### config.mk
export PLATFORM = sky130hd
export DESIGN_NAME = cgnc_nbr_unit
export DESIGN_NICKNAME = d
export VERILOG_FILES = /design/src/hw/rtl/cgnc_pkg.sv /design/src/hw/rtl/cgnc_nbr_unit.sv
export SDC_FILE = /design/constraint.sdc
export NUM_CORES = 1
export LEC_CHECK = 0
export BUFFER_PORTS_ARGS = -buffer_cell sky130_fd_sc_hd__buf_2
export CAP_MARGIN = 15
export CORE_ASPECT_RATIO = 0.6
export CORE_MARGIN = 2
export CORE_UTILIZATION = 40
export DETAILED_ROUTE_END_ITERATION = 16
export MAX_ROUTING_LAYER = met4
export PLACE_DENSITY_LB_ADDON = 0.1
export SETUP_SLACK_MARGIN = 0.3
export SLEW_MARGIN = 25
export SYNTH_ARGS = -nofsm -noshare
export SYNTH_HDL_FRONTEND = slang
export SYNTH_SLANG_ARGS = --single-unit
### constraint.sdc
create_clock -name vclk -period 3.1
set_input_delay 0.31 -clock vclk [all_inputs]
set_output_delay 0.31 -clock vclk [all_outputs]
set_load 0.005 [all_outputs]
### src/hw/rtl/cgnc_pkg.sv
// Shared types and codes for the cell grid neighbor counter.
package cgnc_pkg;

  typedef enum logic [2:0] {
    OP_SET     = 3'd0,
    OP_CLEAR   = 3'd1,
    OP_QUERY   = 3'd2,
    OP_ENTRY   = 3'd3,
    OP_CLR_ALL = 3'd4,
    OP_PRUNE   = 3'd5
  } op_t;

  typedef enum logic [1:0] {
    CFG_COLS = 2'd0,
    CFG_ROWS = 2'd1,
    CFG_WRAP = 2'd2
  } cfg_idx_t;

  typedef struct packed {
    op_t         op;
    logic [5:0]  col;
    logic [5:0]  row;
    logic [11:0] entry_index;
  } in_t;

  typedef struct packed {
    logic        alive;
    logic [3:0]  neighbor_count;
    logic [5:0]  entry_col;
    logic [5:0]  entry_row;
    logic [12:0] live_total;
    logic        status;
  } out_t;

  typedef struct packed {
    logic [5:0] row;
    logic [5:0] col;
  } entry_t;

  // One neighbor position produced by the offset unit.
  typedef struct packed {
    logic       valid;
    logic       center;
    logic [6:0] ncol;
    logic [6:0] nrow;
  } nbr_t;

  typedef enum logic [3:0] {
    ST_SWEEP,
    ST_IDLE,
    ST_SET_RD,
    ST_SET_CHK,
    ST_CLR_RD,
    ST_CLR_CHK,
    ST_SRCH_RD,
    ST_SRCH_CMP,
    ST_MOVE,
    ST_QRY,
    ST_QRY_END,
    ST_ENT_RD,
    ST_ENT_OUT,
    ST_PRUNE,
    ST_DONE
  } state_t;

endpackage

### src/hw/rtl/cgnc_nbr_unit.sv
// Neighbor offset unit: maps step 0..8 of a query to one neighbor position.
module cgnc_nbr_unit
  import cgnc_pkg::*;
(
  input  logic [5:0] col,
  input  logic [5:0] row,
  input  logic [6:0] cols,
  input  logic [6:0] rows,
  input  logic       wrap,
  input  logic [3:0] step,
  output nbr_t       nbr
);

  logic [1:0] dc;
  logic [1:0] dr;
  logic [6:0] c7;
  logic [6:0] r7;
  logic [6:0] cp1;
  logic [6:0] rp1;
  logic       vc;
  logic       vr;

  always_comb begin
    dc = 2'd1;
    dr = 2'd1;
    unique case (step)
      4'd0: begin dr = 2'd0; dc = 2'd0; end
      4'd1: begin dr = 2'd0; dc = 2'd1; end
      4'd2: begin dr = 2'd0; dc = 2'd2; end
      4'd3: begin dr = 2'd1; dc = 2'd0; end
      4'd4: begin dr = 2'd1; dc = 2'd1; end
      4'd5: begin dr = 2'd1; dc = 2'd2; end
      4'd6: begin dr = 2'd2; dc = 2'd0; end
      4'd7: begin dr = 2'd2; dc = 2'd1; end
      4'd8: begin dr = 2'd2; dc = 2'd2; end
      default: begin dr = 2'd1; dc = 2'd1; end
    endcase
  end

  assign c7  = {1'b0, col};
  assign r7  = {1'b0, row};
  assign cp1 = c7 + 7'd1;
  assign rp1 = r7 + 7'd1;

  always_comb begin
    vc = 1'b1;
    vr = 1'b1;
    nbr.ncol = c7;
    nbr.nrow = r7;
    unique case (dc)
      2'd0: begin
        if (col == 6'd0) begin
          nbr.ncol = cols - 7'd1;
          vc = wrap;
        end else begin
          nbr.ncol = c7 - 7'd1;
        end
      end
      2'd2: begin
        if (cp1 >= cols) begin
          nbr.ncol = 7'd0;
          vc = wrap;
        end else begin
          nbr.ncol = cp1;
        end
      end
      default: nbr.ncol = c7;
    endcase
    unique case (dr)
      2'd0: begin
        if (row == 6'd0) begin
          nbr.nrow = rows - 7'd1;
          vr = wrap;
        end else begin
          nbr.nrow = r7 - 7'd1;
        end
      end
      2'd2: begin
        if (rp1 >= rows) begin
          nbr.nrow = 7'd0;
          vr = wrap;
        end else begin
          nbr.nrow = rp1;
        end
      end
      default: nbr.nrow = r7;
    endcase
    nbr.center = (dc == 2'd1) && (dr == 2'd1);
    nbr.valid  = vc && vr;
  end

endmodule

==> impl_results.html, run 1 <==
<table>
<tr><th>Metric</th><th>Value</th></tr>
<tr><th colspan="2">Worst setup path</th></tr>
<tr><td>Arrival time worst endpoint</td><td>2.51 ns</td></tr>
<tr><td>Cell family with the largest share of critical-path delay</td><td>simple AND/OR/NAND/NOR gates</td></tr>
<tr><td>Setup Crit Path Kind</td><td>primary input to output port</td></tr>
<tr><td>Maximum fanout encountered on the critical timing path</td><td>2</td></tr>
<tr><td>Crit-path cells</td><td>buf_12 -&gt; inv_6 -&gt; ha_4 -&gt; or3b_4 -&gt; nor3_4 -&gt; nor2_2 -&gt; a21oi_2 -&gt; ha_2 -&gt; inv_2 -&gt; or4b_4 -&gt; xnor2_2 -&gt; o22ai_1 -&gt; buf_2</td></tr>
<tr><td>Critical Path Source Type</td><td>primary input</td></tr>
<tr><td>Crit path required time</td><td>about 2.8 ns</td></tr>
<tr><td>Count of buffering cells on the critical path with inverters included</td><td>4</td></tr>
<tr><td>Element type at the critical path end</td><td>output port</td></tr>
<tr><td>Delay contributed by the slowest stage of the critical path</td><td>0.52 ns</td></tr>
<tr><td>Slowest stage cell on the critical path</td><td>or4b_4</td></tr>
<tr><th colspan="2">Timing</th></tr>
<tr><td>Final hold violation count</td><td>0</td></tr>
<tr><td>Max-slew violation count</td><td>0</td></tr>
<tr><td>Worst hold slack across all endpoints</td><td>approximately 0.9 ns</td></tr>
<tr><td>Tcrit/Tclk final</td><td>91.10%</td></tr>
<tr><td>RSZ-0062 raised after global routing</td><td>true</td></tr>
<tr><td>Setup violations, final</td><td>0</td></tr>
<tr><td>Post-layout minimum cycle time</td><td>~2.8 ns</td></tr>
<tr><td>Tightest Pin Transition</td><td>0.7951 ns</td></tr>
<tr><td>Fmax achieved</td><td>~0.35 GHz</td></tr>
<tr><td>Worst relative slew slack</td><td>46.25%</td></tr>
<tr><th colspan="2">Synth</th></tr>
<tr><td>Number of cells produced by synthesis</td><td>226</td></tr>
<tr><td>Post-Synthesis Mean Instance Area</td><td>6.771 um2</td></tr>
<tr><td>Syn. warnings</td><td>0</td></tr>
<tr><td>Sequential fraction of the synthesis area</td><td>0%</td></tr>
<tr><td>Synth Cell Area</td><td>approximately 1500 um2</td></tr>
<tr><td>Number of nets in the synthesized netlist</td><td>281</td></tr>
<tr><td>Top cell type by total area after synthesis</td><td>ha_1</td></tr>
<tr><td>Cell types with the largest area share after synthesis</td><td>ha_1 (20%), inv_1 (5.9%), xnor2_1 (5.7%)</td></tr>
<tr><td>Leading post-synthesis cells by instance count</td><td>ha_1 (24), inv_1 (24), nand2_1 (20)</td></tr>
<tr><td>Post-synth top area share</td><td>19.62%</td></tr>
<tr><td>Count of cell types in the netlist</td><td>58</td></tr>
<tr><th colspan="2">Floorplan</th></tr>
<tr><td>Row Count</td><td>17</td></tr>
<tr><td>Initial Utilization</td><td>41.83%</td></tr>
<tr><td>Die Outline Area</td><td>about 4400 um2</td></tr>
<tr><td>Die X-Extent</td><td>83.85 um</td></tr>
<tr><td>Die Y</td><td>51.91 um</td></tr>
<tr><td>Ports placed on the boundary</td><td>between 40 and 50</td></tr>
<tr><td>Total core area</td><td>3659 um2</td></tr>
<tr><th colspan="2">Layout</th></tr>
<tr><td>Utilization of the core after routing</td><td>a little under two thirds</td></tr>
<tr><td>Seq_cells</td><td>0</td></tr>
<tr><td>Net count reported at finish</td><td>350</td></tr>
<tr><td>Sequential cell area</td><td>0 um2</td></tr>
<tr><td>Final design instance area without fill</td><td>2325 um2</td></tr>
<tr><td>Clock buffer cells</td><td>0</td></tr>
<tr><td>Proportion of layout cells with a drive suffix above 1</td><td>40.27%</td></tr>
<tr><td># diodes</td><td>0</td></tr>
<tr><td>Area overhead of the layout relative to synthesis</td><td>51.92%</td></tr>
<tr><th colspan="2">Global routing</th></tr>
<tr><td>Remaining Overflow, GRT</td><td>0</td></tr>
<tr><td>First-pass GRT wire length</td><td>8.928 mm</td></tr>
<tr><td>Vias in the first global route</td><td>~1.7k</td></tr>
<tr><td>Maximum number of pins on one net before global-route repair</td><td>15</td></tr>
<tr><td>Antenna violations before repair</td><td>0</td></tr>
<tr><td>Total global-route track usage</td><td>between 20% and 30%</td></tr>
<tr><th colspan="2">Pwr</th></tr>
<tr><td>Worst VDD drop</td><td>a little under 0.09 mV</td></tr>
<tr><td>Power density of the placed cells</td><td>between 100 and 150 nW/um2</td></tr>
<tr><td>Standby leakage power</td><td>1.077 nW</td></tr>
<tr><th colspan="2">Routing</th></tr>
<tr><td>Via count</td><td>1995</td></tr>
<tr><td>DR iter-0 viols</td><td>233</td></tr>
<tr><td>Total detailed-routing wirelength</td><td>5.664 mm</td></tr>
<tr><td>Number of vias per cell after detailed routing</td><td>5.868</td></tr>
<tr><td>Routed length per placed instance</td><td>16.66 um</td></tr>
<tr><td>Detailed-routing iteration count for the pre-antenna-repair pass</td><td>5</td></tr>
<tr><td>Number of nets with antenna violations after routing</td><td>0</td></tr>
<tr><td>Total DRC errors in the routed layout</td><td>0</td></tr>
<tr><th colspan="2">Place</th></tr>
<tr><td>Post-Place Cell Area</td><td>1898 um2</td></tr>
<tr><td>Number of buffers added on ports</td><td>47</td></tr>
<tr><td>RePlAce Congestion</td><td>0.9635</td></tr>
<tr><td>Half-perimeter wire length after placement</td><td>4.151 mm</td></tr>
<tr><th colspan="2">Run</th></tr>
<tr><td>Number of max-cap violations</td><td>0</td></tr>
<tr><th colspan="2">Run status</th></tr>
<tr><td>Outcome</td><td>finished clean</td></tr>
<tr><th colspan="2">Worst hold path</th></tr>
<tr><td>Type of the worst min-delay path</td><td>primary input to output port</td></tr>
<tr><th colspan="2">Clock tree</th></tr>
<tr><td>Post-cts hold buffer count</td><td>0</td></tr>
</table>
[kinds of logic after synthesis]
kind of cell	count (synthesis)	synth area share [%]
muxes	4	2.698
buffers and inverters	33	8.422
xor gates and xnor gates	15	8.585
AOI/OAI and AO/OA	62	28.62
adders and majority gates	24	19.62
and+or+nand+nor	88	32.05
[cell type report]
cell class	count	area, um2
multi-input cells	193	1598
fillers	331	1334
well taps	47	58.81
inverters	24	102.6
repair buffers	76	565.5
[metal layers]
layer  vias up  track usage, %  routed length [um]
li1        969               -                   -
met1       923           44.55                2958
met2       101           34.80                2185
met3         2           1.270                 505
met4         0               0                  14
met5         -               -                   0
[cell usage in the layout, fill, tap and decap left out, types with 4 or more instances in the layout]
cell type  synthesis  routed
a21oi_1           13      10
nand3_1           12      10
nand2_1           20      18
xnor2_1           10       8
o21ai_0            8       7
ha_1              24      17
buf_2              4      39
ha_4               0       5
nor2_1            18      15
xor2_1             5       4
nand2b_1           7       5
buf_6              0       4
buf_4              0      25
inv_1             24      19
o211ai_1           5       5
[power by group]
part	total, mW	leakage [nW]	internal, mW	switching, mW
Clock	0	0	0	0
Sequential	0	0	0	0
Combinational	0.322	1.08	0.154	0.168
[metrics by stage]
| stage | power (mW) | worst slack (ns) | TNS, ns | instances |
|---|---|---|---|---|
| 2_1_floorplan | 0.1546 | 0.3376 | 0 | 226 |
| 5_1_grt | 0.3530 | 0.1601 | 0 | 340 |
| 6_report | 0.3222 | 0.2760 | 0 | 340 |
| 3_3_place_gp | 0.2555 | -0.009814 | -0.009814 | 325 |
| 4_1_cts | 0.2810 | 0.2016 | 0 | 335 |
| 3_5_place_dp | 0.2544 | 0.001951 | 0 | 325 |
[worst paths after layout]
kind	startpoint	to	depth (start not counted)
setup / recovery	row[1]	nbr[6]	13
hold / removal	wrap	nbr[15]	3
[timing repair]
| action | CTS | global route |
|---|---|---|
| pin swaps | 11 | 14 |
| cloned | 0 | 1 |
| setup endpoints to repair | 12 | 15 |
| setup buffers | 10 | 4 |
| resized for setup | 30 | 41 |
Note: power is estimated with default switching activity, not from simulation.
==> inputs of run 2 (changes only) <==
--- a/config.mk
+++ b/config.mk
@@ -13,6 +13,7 @@
 export DETAILED_ROUTE_END_ITERATION = 16
 export MAX_ROUTING_LAYER = met4
 export PLACE_DENSITY_LB_ADDON = 0.1
+export RECOVER_POWER = 50
 export SETUP_SLACK_MARGIN = 0.3
 export SLEW_MARGIN = 25
 export SYNTH_ARGS = -nofsm -noshare
==> constraint.sdc (replaced) <==
create_clock -name vclk -period 2.55
set_input_delay 0.255 -clock vclk [all_inputs]
set_output_delay 0.255 -clock vclk [all_outputs]
set_load 0.005 [all_outputs]
==> run 2 against run 1 <==
  * The flow now finishes with violations (negative setup slack)
  * Cell area grew 16%
  * Critical path depth is the same
  * Die area is the same
  * Combinational power grew 48%
  * Global-route usage grew 0.96 points
  * Non-clock buffer count grew 29
  * Via count grew 6.5%
  * Final cell count grew 8.5%
  * Utilization grew 10 points
  * Sequential share of layout area is the same
  * Worst setup slack lost 0.44 ns
  * Largest power group unchanged
==> impl_results.html, run 2 (synthesized netlist as in run 1, its figures left out) <==
<table>
<tr><th>Metric</th><th>Value</th></tr>
<tr><th colspan="2">Run status</th></tr>
<tr><td>Outcome</td><td>finished, violations left</td></tr>
<tr><td>Violated checks</td><td>negative setup slack</td></tr>
<tr><th colspan="2">Layout</th></tr>
<tr><td>Top library cells by usage in the layout, fill and taps aside</td><td>buf_4 (51), buf_2 (38), inv_1 (19)</td></tr>
<tr><td>Seq_cells</td><td>0</td></tr>
<tr><td># diodes</td><td>0</td></tr>
<tr><td>Final instance count without filler cells</td><td>369</td></tr>
<tr><td>Net count reported at finish</td><td>379</td></tr>
<tr><td>Clock buffer cells</td><td>0</td></tr>
<tr><td>Sequential cell area</td><td>0 um2</td></tr>
<tr><td>Most common cell after layout, fill and taps aside</td><td>buf_4</td></tr>
<tr><td>Area overhead of the layout relative to synthesis</td><td>76.29%</td></tr>
<tr><td>Proportion of layout cells with a drive suffix above 1</td><td>50.93%</td></tr>
<tr><th colspan="2">Place</th></tr>
<tr><td>Half-perimeter wire length after placement</td><td>approximately 4.5 mm</td></tr>
<tr><td>RePlAce Congestion</td><td>about 0.96</td></tr>
<tr><td>Number of buffers added on ports</td><td>47</td></tr>
<tr><td>Number of cells in the design after placement</td><td>357</td></tr>
<tr><th colspan="2">Worst hold path</th></tr>
<tr><td>Hold Path Stages</td><td>3</td></tr>
<tr><td>Worst-case hold path end point</td><td>nbr[15]</td></tr>
<tr><td>Hold path startpoint</td><td>wrap</td></tr>
<tr><td>Type of the worst min-delay path</td><td>primary input to output port</td></tr>
<tr><th colspan="2">Worst setup path</th></tr>
<tr><td>Cell family with the largest share of critical-path delay</td><td>simple AND/OR/NAND/NOR gates</td></tr>
<tr><td>Element type at the critical path end</td><td>output port</td></tr>
<tr><td>Arrival time worst endpoint</td><td>2.46 ns</td></tr>
<tr><td>Setup Crit Path Kind</td><td>primary input to output port</td></tr>
<tr><td>Crit-path cells</td><td>buf_8 -&gt; inv_6 -&gt; ha_4 -&gt; or3b_4 -&gt; nor3_4 -&gt; nor2_1 -&gt; a21oi_2 -&gt; ha_2 -&gt; inv_2 -&gt; or4b_4 -&gt; xnor2_2 -&gt; o22ai_1 -&gt; buf_2</td></tr>
<tr><td>Slowest stage cell on the critical path</td><td>or4b_4</td></tr>
<tr><td>Delay contributed by the slowest stage of the critical path</td><td>0.54 ns</td></tr>
<tr><td>Crit path required time</td><td>2.30 ns</td></tr>
<tr><td>Maximum fanout encountered on the critical timing path</td><td>5</td></tr>
<tr><td>Count of buffering cells on the critical path with inverters included</td><td>4</td></tr>
<tr><td>Critical Path Source Type</td><td>primary input</td></tr>
<tr><th colspan="2">Floorplan</th></tr>
<tr><td>Ports placed on the boundary</td><td>47</td></tr>
<tr><td>Die Outline Area</td><td>4353 um2</td></tr>
<tr><td>Die Y</td><td>51.91 um</td></tr>
<tr><td>Total core area</td><td>3659 um2</td></tr>
<tr><td>Initial Utilization</td><td>41.83%</td></tr>
<tr><td>Die X-Extent</td><td>83.85 um</td></tr>
<tr><td>Row Count</td><td>17</td></tr>
<tr><th colspan="2">Global routing</th></tr>
<tr><td>Remaining Overflow, GRT</td><td>0</td></tr>
<tr><td>Total global-route track usage</td><td>27.28%</td></tr>
<tr><td>Vias in the first global route</td><td>roughly 1.9k</td></tr>
<tr><td>First-pass GRT wire length</td><td>9.280 mm</td></tr>
<tr><td>Maximum number of pins on one net before global-route repair</td><td>15</td></tr>
<tr><td>Antenna violations before repair</td><td>0</td></tr>
<tr><th colspan="2">Clock tree</th></tr>
<tr><td>Post-cts hold buffer count</td><td>0</td></tr>
<tr><th colspan="2">Timing</th></tr>
<tr><td>RSZ-0062 raised after global routing</td><td>true</td></tr>
<tr><td>Fmax achieved</td><td>0.3684 GHz</td></tr>
<tr><td>Final hold violation count</td><td>0</td></tr>
<tr><td>Smallest setup slack after layout</td><td>-0.1642 ns</td></tr>
<tr><td>Worst relative slew slack</td><td>around three fifths</td></tr>
<tr><td>Tightest Pin Transition</td><td>0.6218 ns</td></tr>
<tr><td>Post-layout minimum cycle time</td><td>2.714 ns</td></tr>
<tr><td>Max-slew violation count</td><td>0</td></tr>
<tr><td>Setup violations, final</td><td>9</td></tr>
<tr><td>Tcrit/Tclk final</td><td>106.4%</td></tr>
<tr><th colspan="2">Pwr</th></tr>
<tr><td>Worst VDD drop</td><td>~0.12 mV</td></tr>
<tr><td>Power density of the placed cells</td><td>176.1 nW/um2</td></tr>
<tr><td>Standby leakage power</td><td>1.304 nW</td></tr>
<tr><td>Final Power</td><td>between 400 and 500 uW</td></tr>
<tr><th colspan="2">Routing</th></tr>
<tr><td>Routed length per placed instance</td><td>16.16 um</td></tr>
<tr><td>Number of vias per cell after detailed routing</td><td>5.756</td></tr>
<tr><td>Total detailed-routing wirelength</td><td>between 5 and 6 mm</td></tr>
<tr><td>Number of nets with antenna violations after routing</td><td>0</td></tr>
<tr><td>Via count</td><td>2124</td></tr>
<tr><td>DR iter-0 viols</td><td>203</td></tr>
<tr><td>Detailed-routing iteration count for the pre-antenna-repair pass</td><td>5</td></tr>
<tr><td>Total DRC errors in the routed layout</td><td>0</td></tr>
<tr><th colspan="2">Run</th></tr>
<tr><td>Number of max-cap violations</td><td>0</td></tr>
</table>
## run 2: worst min-delay path: cells and delay by family
kind,cells,cell delay [ns]
buffers and inverters,2,0.17
AO/OA/AOI/OAI,1,0.09
## run 2: stage by stage
stage,setup slack (ns),hold WS (ns),util (%),area [um2],setup TNS (ns)
floorplan,0.06375,0.5920,-,1665,0
global placement,-0.2892,0.7938,60.53,2215,-2.054
detailed placement,-0.2823,0.7950,60.53,2215,-2.325
CTS,-0.1468,0.7955,70.42,2576,-0.3533
global route,-0.2382,0.7793,73.73,2698,-1.317
finish,-0.1642,0.7787,73.73,2698,-0.7325
## run 2: how the worst max path moves through the flow
stage | from | end | slack (ns) | depth (start not counted)
finish | row[0] | nbr[6] | -0.16 | 13
global route | row[0] | nbr[6] | -0.24 | 13
CTS | row[0] | nbr[6] | -0.15 | 13
detailed placement | row[1] | nbr[6] | -0.28 | 13
global placement | row[1] | nbr[6] | -0.29 | 13
floorplan | row[1] | nbr[6] | 0.06 | 11
## run 2: layer usage
metal	track usage, %	wire (um)	vias to the layer above
li1	-	-	1022
met1	45.34	3175	1003
met2	36.00	2295	95
met3	1.746	460	4
met4	1.882	32	0
met5	-	0	-
## run 2: power breakdown
group	internal [mW]	total, mW	leakage, nW	switching (mW)
combinational	0.239	0.475	1.30	0.236
clock	0	0	0	0
sequential	0	0	0	0
total	0.239	0.475	1.30	0.236
## run 2: cell type report
| class | instances | area, um2 |
|---|---|---|
| multi-input combinational | 193 | 1733 |
| inverter | 24 | 112.6 |
| tap | 47 | 58.81 |
| timing repair buffer | 105 | 793.3 |
| fill | 275 | 960.9 |
## run 2: what timing repair did
action | CTS | global route
gates cloned | 1 | 0
endpoints found under the setup margin | 15 | 15
endpoints found under the hold margin | 0 | 0
pin swaps | 31 | 21
buffers inserted | 10 | 1
gates resized for setup | 59 | 25
==> inputs of run 3 (changes only) <==
--- a/config.mk
+++ b/config.mk
@@ -5,6 +5,7 @@
 export SDC_FILE = /design/constraint.sdc
 export NUM_CORES = 1
 export LEC_CHECK = 0
+export ABC_AREA = 1
 export BUFFER_PORTS_ARGS = -buffer_cell sky130_fd_sc_hd__buf_2
 export CAP_MARGIN = 15
 export CORE_ASPECT_RATIO = 0.6
@@ -14,8 +15,7 @@
 export MAX_ROUTING_LAYER = met4
 export PLACE_DENSITY_LB_ADDON = 0.1
 export RECOVER_POWER = 50
-export SETUP_SLACK_MARGIN = 0.3
-export SLEW_MARGIN = 25
+export SLEW_MARGIN = 20
 export SYNTH_ARGS = -nofsm -noshare
 export SYNTH_HDL_FRONTEND = slang
 export SYNTH_SLANG_ARGS = --single-unit
==> run 3 against run 2 <==
  * The run now ends clean
  * Worst hold slack better by 0.083 ns
  * Total power down 30%
  * Critical path depth unchanged
  * Global-route usage down 6.4 points
  * Critical path type unchanged
==> impl_results.html, run 3 <==
<table>
<tr><th>Metric</th><th>Value</th></tr>
<tr><th colspan="2">Layout</th></tr>
<tr><td>Area overhead of the layout relative to synthesis</td><td>25.36%</td></tr>
<tr><td>Top library cells by usage in the layout, fill and taps aside</td><td>nand2_1 (74), inv_1 (48), buf_2 (46)</td></tr>
<tr><td>Clock buffer cells</td><td>0</td></tr>
<tr><td>FILL cells</td><td>approximately 380</td></tr>
<tr><td># diodes</td><td>0</td></tr>
<tr><td>Area of combinational cells with multiple inputs</td><td>1356 um2</td></tr>
<tr><td>Sequential cell area</td><td>0 um2</td></tr>
<tr><td>Seq_cells</td><td>0</td></tr>
<tr><td>Proportion of layout cells with a drive suffix above 1</td><td>25.32%</td></tr>
<tr><td>Most common cell after layout, fill and taps aside</td><td>nand2_1</td></tr>
<tr><td>Net count reported at finish</td><td>373</td></tr>
<tr><td>Final design instance area without fill</td><td>1874 um2</td></tr>
<tr><th colspan="2">Synth</th></tr>
<tr><td>Top cell type by total area after synthesis</td><td>ha_1</td></tr>
<tr><td>Most repeated cell in the gate-level netlist after synthesis</td><td>nand2_1</td></tr>
<tr><td>Post-synth top area share</td><td>between 20% and 30%</td></tr>
<tr><td>Syn. warnings</td><td>0</td></tr>
<tr><td>Number of cells produced by synthesis</td><td>266</td></tr>
<tr><td>Number of nets in the synthesized netlist</td><td>321</td></tr>
<tr><td>Synth Cell Area</td><td>1495 um2</td></tr>
<tr><td>Sequential fraction of the synthesis area</td><td>0%</td></tr>
<tr><td>Post-Synthesis Mean Instance Area</td><td>5.621 um2</td></tr>
<tr><td>Leading post-synthesis cells by instance count</td><td>nand2_1 (74), inv_1 (48), nand3_1 (31)</td></tr>
<tr><td>Count of cell types in the netlist</td><td>27</td></tr>
<tr><td>Cell types with the largest area share after synthesis</td><td>ha_1 (20%), nand2_1 (19%), inv_1 (12%)</td></tr>
<tr><th colspan="2">Global routing</th></tr>
<tr><td>Maximum number of pins on one net before global-route repair</td><td>9</td></tr>
<tr><td>First-pass GRT wire length</td><td>7.148 mm</td></tr>
<tr><td>Antenna violations before repair</td><td>0</td></tr>
<tr><td>Remaining Overflow, GRT</td><td>0</td></tr>
<tr><td>Total global-route track usage</td><td>20.91%</td></tr>
<tr><td>Vias in the first global route</td><td>1468</td></tr>
<tr><th colspan="2">Floorplan</th></tr>
<tr><td>Total core area</td><td>3616 um2</td></tr>
<tr><td>Die X-Extent</td><td>roughly 83 um</td></tr>
<tr><td>Ports placed on the boundary</td><td>47</td></tr>
<tr><td>Die Outline Area</td><td>4259 um2</td></tr>
<tr><td>Row Count</td><td>17</td></tr>
<tr><td>Die Y</td><td>51.36 um</td></tr>
<tr><td>Initial Utilization</td><td>approximately two fifths</td></tr>
<tr><th colspan="2">Worst setup path</th></tr>
<tr><td>Crit path required time</td><td>2.30 ns</td></tr>
<tr><td>Arrival time worst endpoint</td><td>2.18 ns</td></tr>
<tr><td>Critical Path Source Type</td><td>primary input</td></tr>
<tr><td>Setup Crit Path Kind</td><td>primary input to output port</td></tr>
<tr><td>Delay contributed by the slowest stage of the critical path</td><td>0.29 ns</td></tr>
<tr><td>Crit-path cells</td><td>buf_2 -&gt; ha_4 -&gt; nand4_1 -&gt; nor2_1 -&gt; ha_1 -&gt; a21oi_1 -&gt; o21a_1 -&gt; o211ai_1 -&gt; nor2_1 -&gt; buf_4 -&gt; nand2_1 -&gt; nand2_1 -&gt; buf_2</td></tr>
<tr><td>Element type at the critical path end</td><td>output port</td></tr>
<tr><td>Slowest stage cell on the critical path</td><td>ha_1</td></tr>
<tr><td>Maximum fanout encountered on the critical timing path</td><td>6</td></tr>
<tr><td>Worst setup path endpoint</td><td>nbr[6]</td></tr>
<tr><td>Launch point of the worst path</td><td>row[0]</td></tr>
<tr><th colspan="2">Pwr</th></tr>
<tr><td>Standby leakage power</td><td>1.108 nW</td></tr>
<tr><td>Worst VDD drop</td><td>0.08938 mV</td></tr>
<tr><td>Final Power</td><td>around 330 uW</td></tr>
<tr><td>Power density of the placed cells</td><td>176.6 nW/um2</td></tr>
<tr><th colspan="2">Routing</th></tr>
<tr><td>Via count</td><td>1785</td></tr>
<tr><td>Detailed-routing iteration count for the pre-antenna-repair pass</td><td>6</td></tr>
<tr><td>DR iter-0 viols</td><td>131</td></tr>
<tr><td>Number of vias per cell after detailed routing</td><td>4.917</td></tr>
<tr><td>Total DRC errors in the routed layout</td><td>0</td></tr>
<tr><td>Routed length per placed instance</td><td>approximately 12 um</td></tr>
<tr><td>Total detailed-routing wirelength</td><td>4.414 mm</td></tr>
<tr><td>Number of nets with antenna violations after routing</td><td>0</td></tr>
<tr><th colspan="2">Timing</th></tr>
<tr><td>Post-layout minimum cycle time</td><td>2.438 ns</td></tr>
<tr><td>Fmax achieved</td><td>between 0.4 and 0.5 GHz</td></tr>
<tr><td>Final hold violation count</td><td>0</td></tr>
<tr><td>Tightest Pin Transition</td><td>0.5574 ns</td></tr>
<tr><td>Max-slew violation count</td><td>0</td></tr>
<tr><td>Tcrit/Tclk final</td><td>approximately 96%</td></tr>
<tr><td>Smallest setup slack after layout</td><td>around 0.11 ns</td></tr>
<tr><td>Setup violations, final</td><td>0</td></tr>
<tr><td>Worst relative slew slack</td><td>roughly 62%</td></tr>
<tr><td>Setup total negative slack</td><td>0 ns</td></tr>
<tr><th colspan="2">Place</th></tr>
<tr><td>Half-perimeter wire length after placement</td><td>3.877 mm</td></tr>
<tr><td>RePlAce Congestion</td><td>0.9166</td></tr>
<tr><td>Post-Place Cell Area</td><td>1814 um2</td></tr>
<tr><td>Post-placement setup slack</td><td>~0.028 ns</td></tr>
<tr><td>Number of buffers added on ports</td><td>47</td></tr>
<tr><th colspan="2">Clock tree</th></tr>
<tr><td>Post_cts resized</td><td>0</td></tr>
<tr><td>Post-cts hold buffer count</td><td>0</td></tr>
<tr><td>Number of setup buffers added after CTS</td><td>0</td></tr>
<tr><th colspan="2">Worst hold path</th></tr>
<tr><td>Type of the worst min-delay path</td><td>primary input to output port</td></tr>
<tr><th colspan="2">Run</th></tr>
<tr><td>Number of max-cap violations</td><td>0</td></tr>
<tr><th colspan="2">Run status</th></tr>
<tr><td>Outcome</td><td>finished clean</td></tr>
</table>
## run 3: where the power goes
group | switching [mW] | internal (mW)
Combinational | 0.199 | 0.132
Sequential | 0 | 0
Clock | 0 | 0
Total | 0.199 | 0.132
## run 3: kinds of logic after synthesis
family	synth area share, %
compound gates	14.56
buf+inv	13.14
xor+xnor	4.686
simple gates	47.53
fa+ha+maj	20.08
## run 3: how the worst min path moves through the flow
stage / startpoint / end / cells past startpoint
after detailed placement: row[1] / nbr[1] / 4
after CTS: row[1] / nbr[1] / 4
after floorplan: row[0] / nbr[0] / 2
after global placement: row[1] / nbr[1] / 4
final: wrap / nbr[15] / 6
after global routing: row[4] / nbr[4] / 4
## run 3: critical path: cells and delay by family
family	cells	cell delay, ns
and+or+nand+nor	5	0.58
adders and majority gates	2	0.49
buffers and inverters	3	0.44
AOI/OAI and AO/OA	3	0.41
## run 3: stage by stage
stage          hold WS, ns  std cells  util, %
2_1_floorplan       0.6225        266        -
3_3_place_gp        0.8483        363    50.17
3_5_place_dp        0.8449        363    50.17
4_1_cts             0.8457        363    50.17
5_1_grt             0.8909        363    51.83
6_report            0.8613        363    51.83
## run 3: layer usage
metal  track usage, %  wire length [um]  part of all wire (%)
met1            37.42              2632                    60
met2            24.33              1435                    33
met3            1.292               346                   7.8
met4                0                 0                     0
met5                -                 0                     0
## run 3: area by class of cell
| class | instances | area share (%) |
|---|---|---|
| multi-input cells | 214 | 72.36 |
| repair buffers | 51 | 14.29 |
| inverters | 51 | 10.21 |
| well taps | 47 | 3.138 |
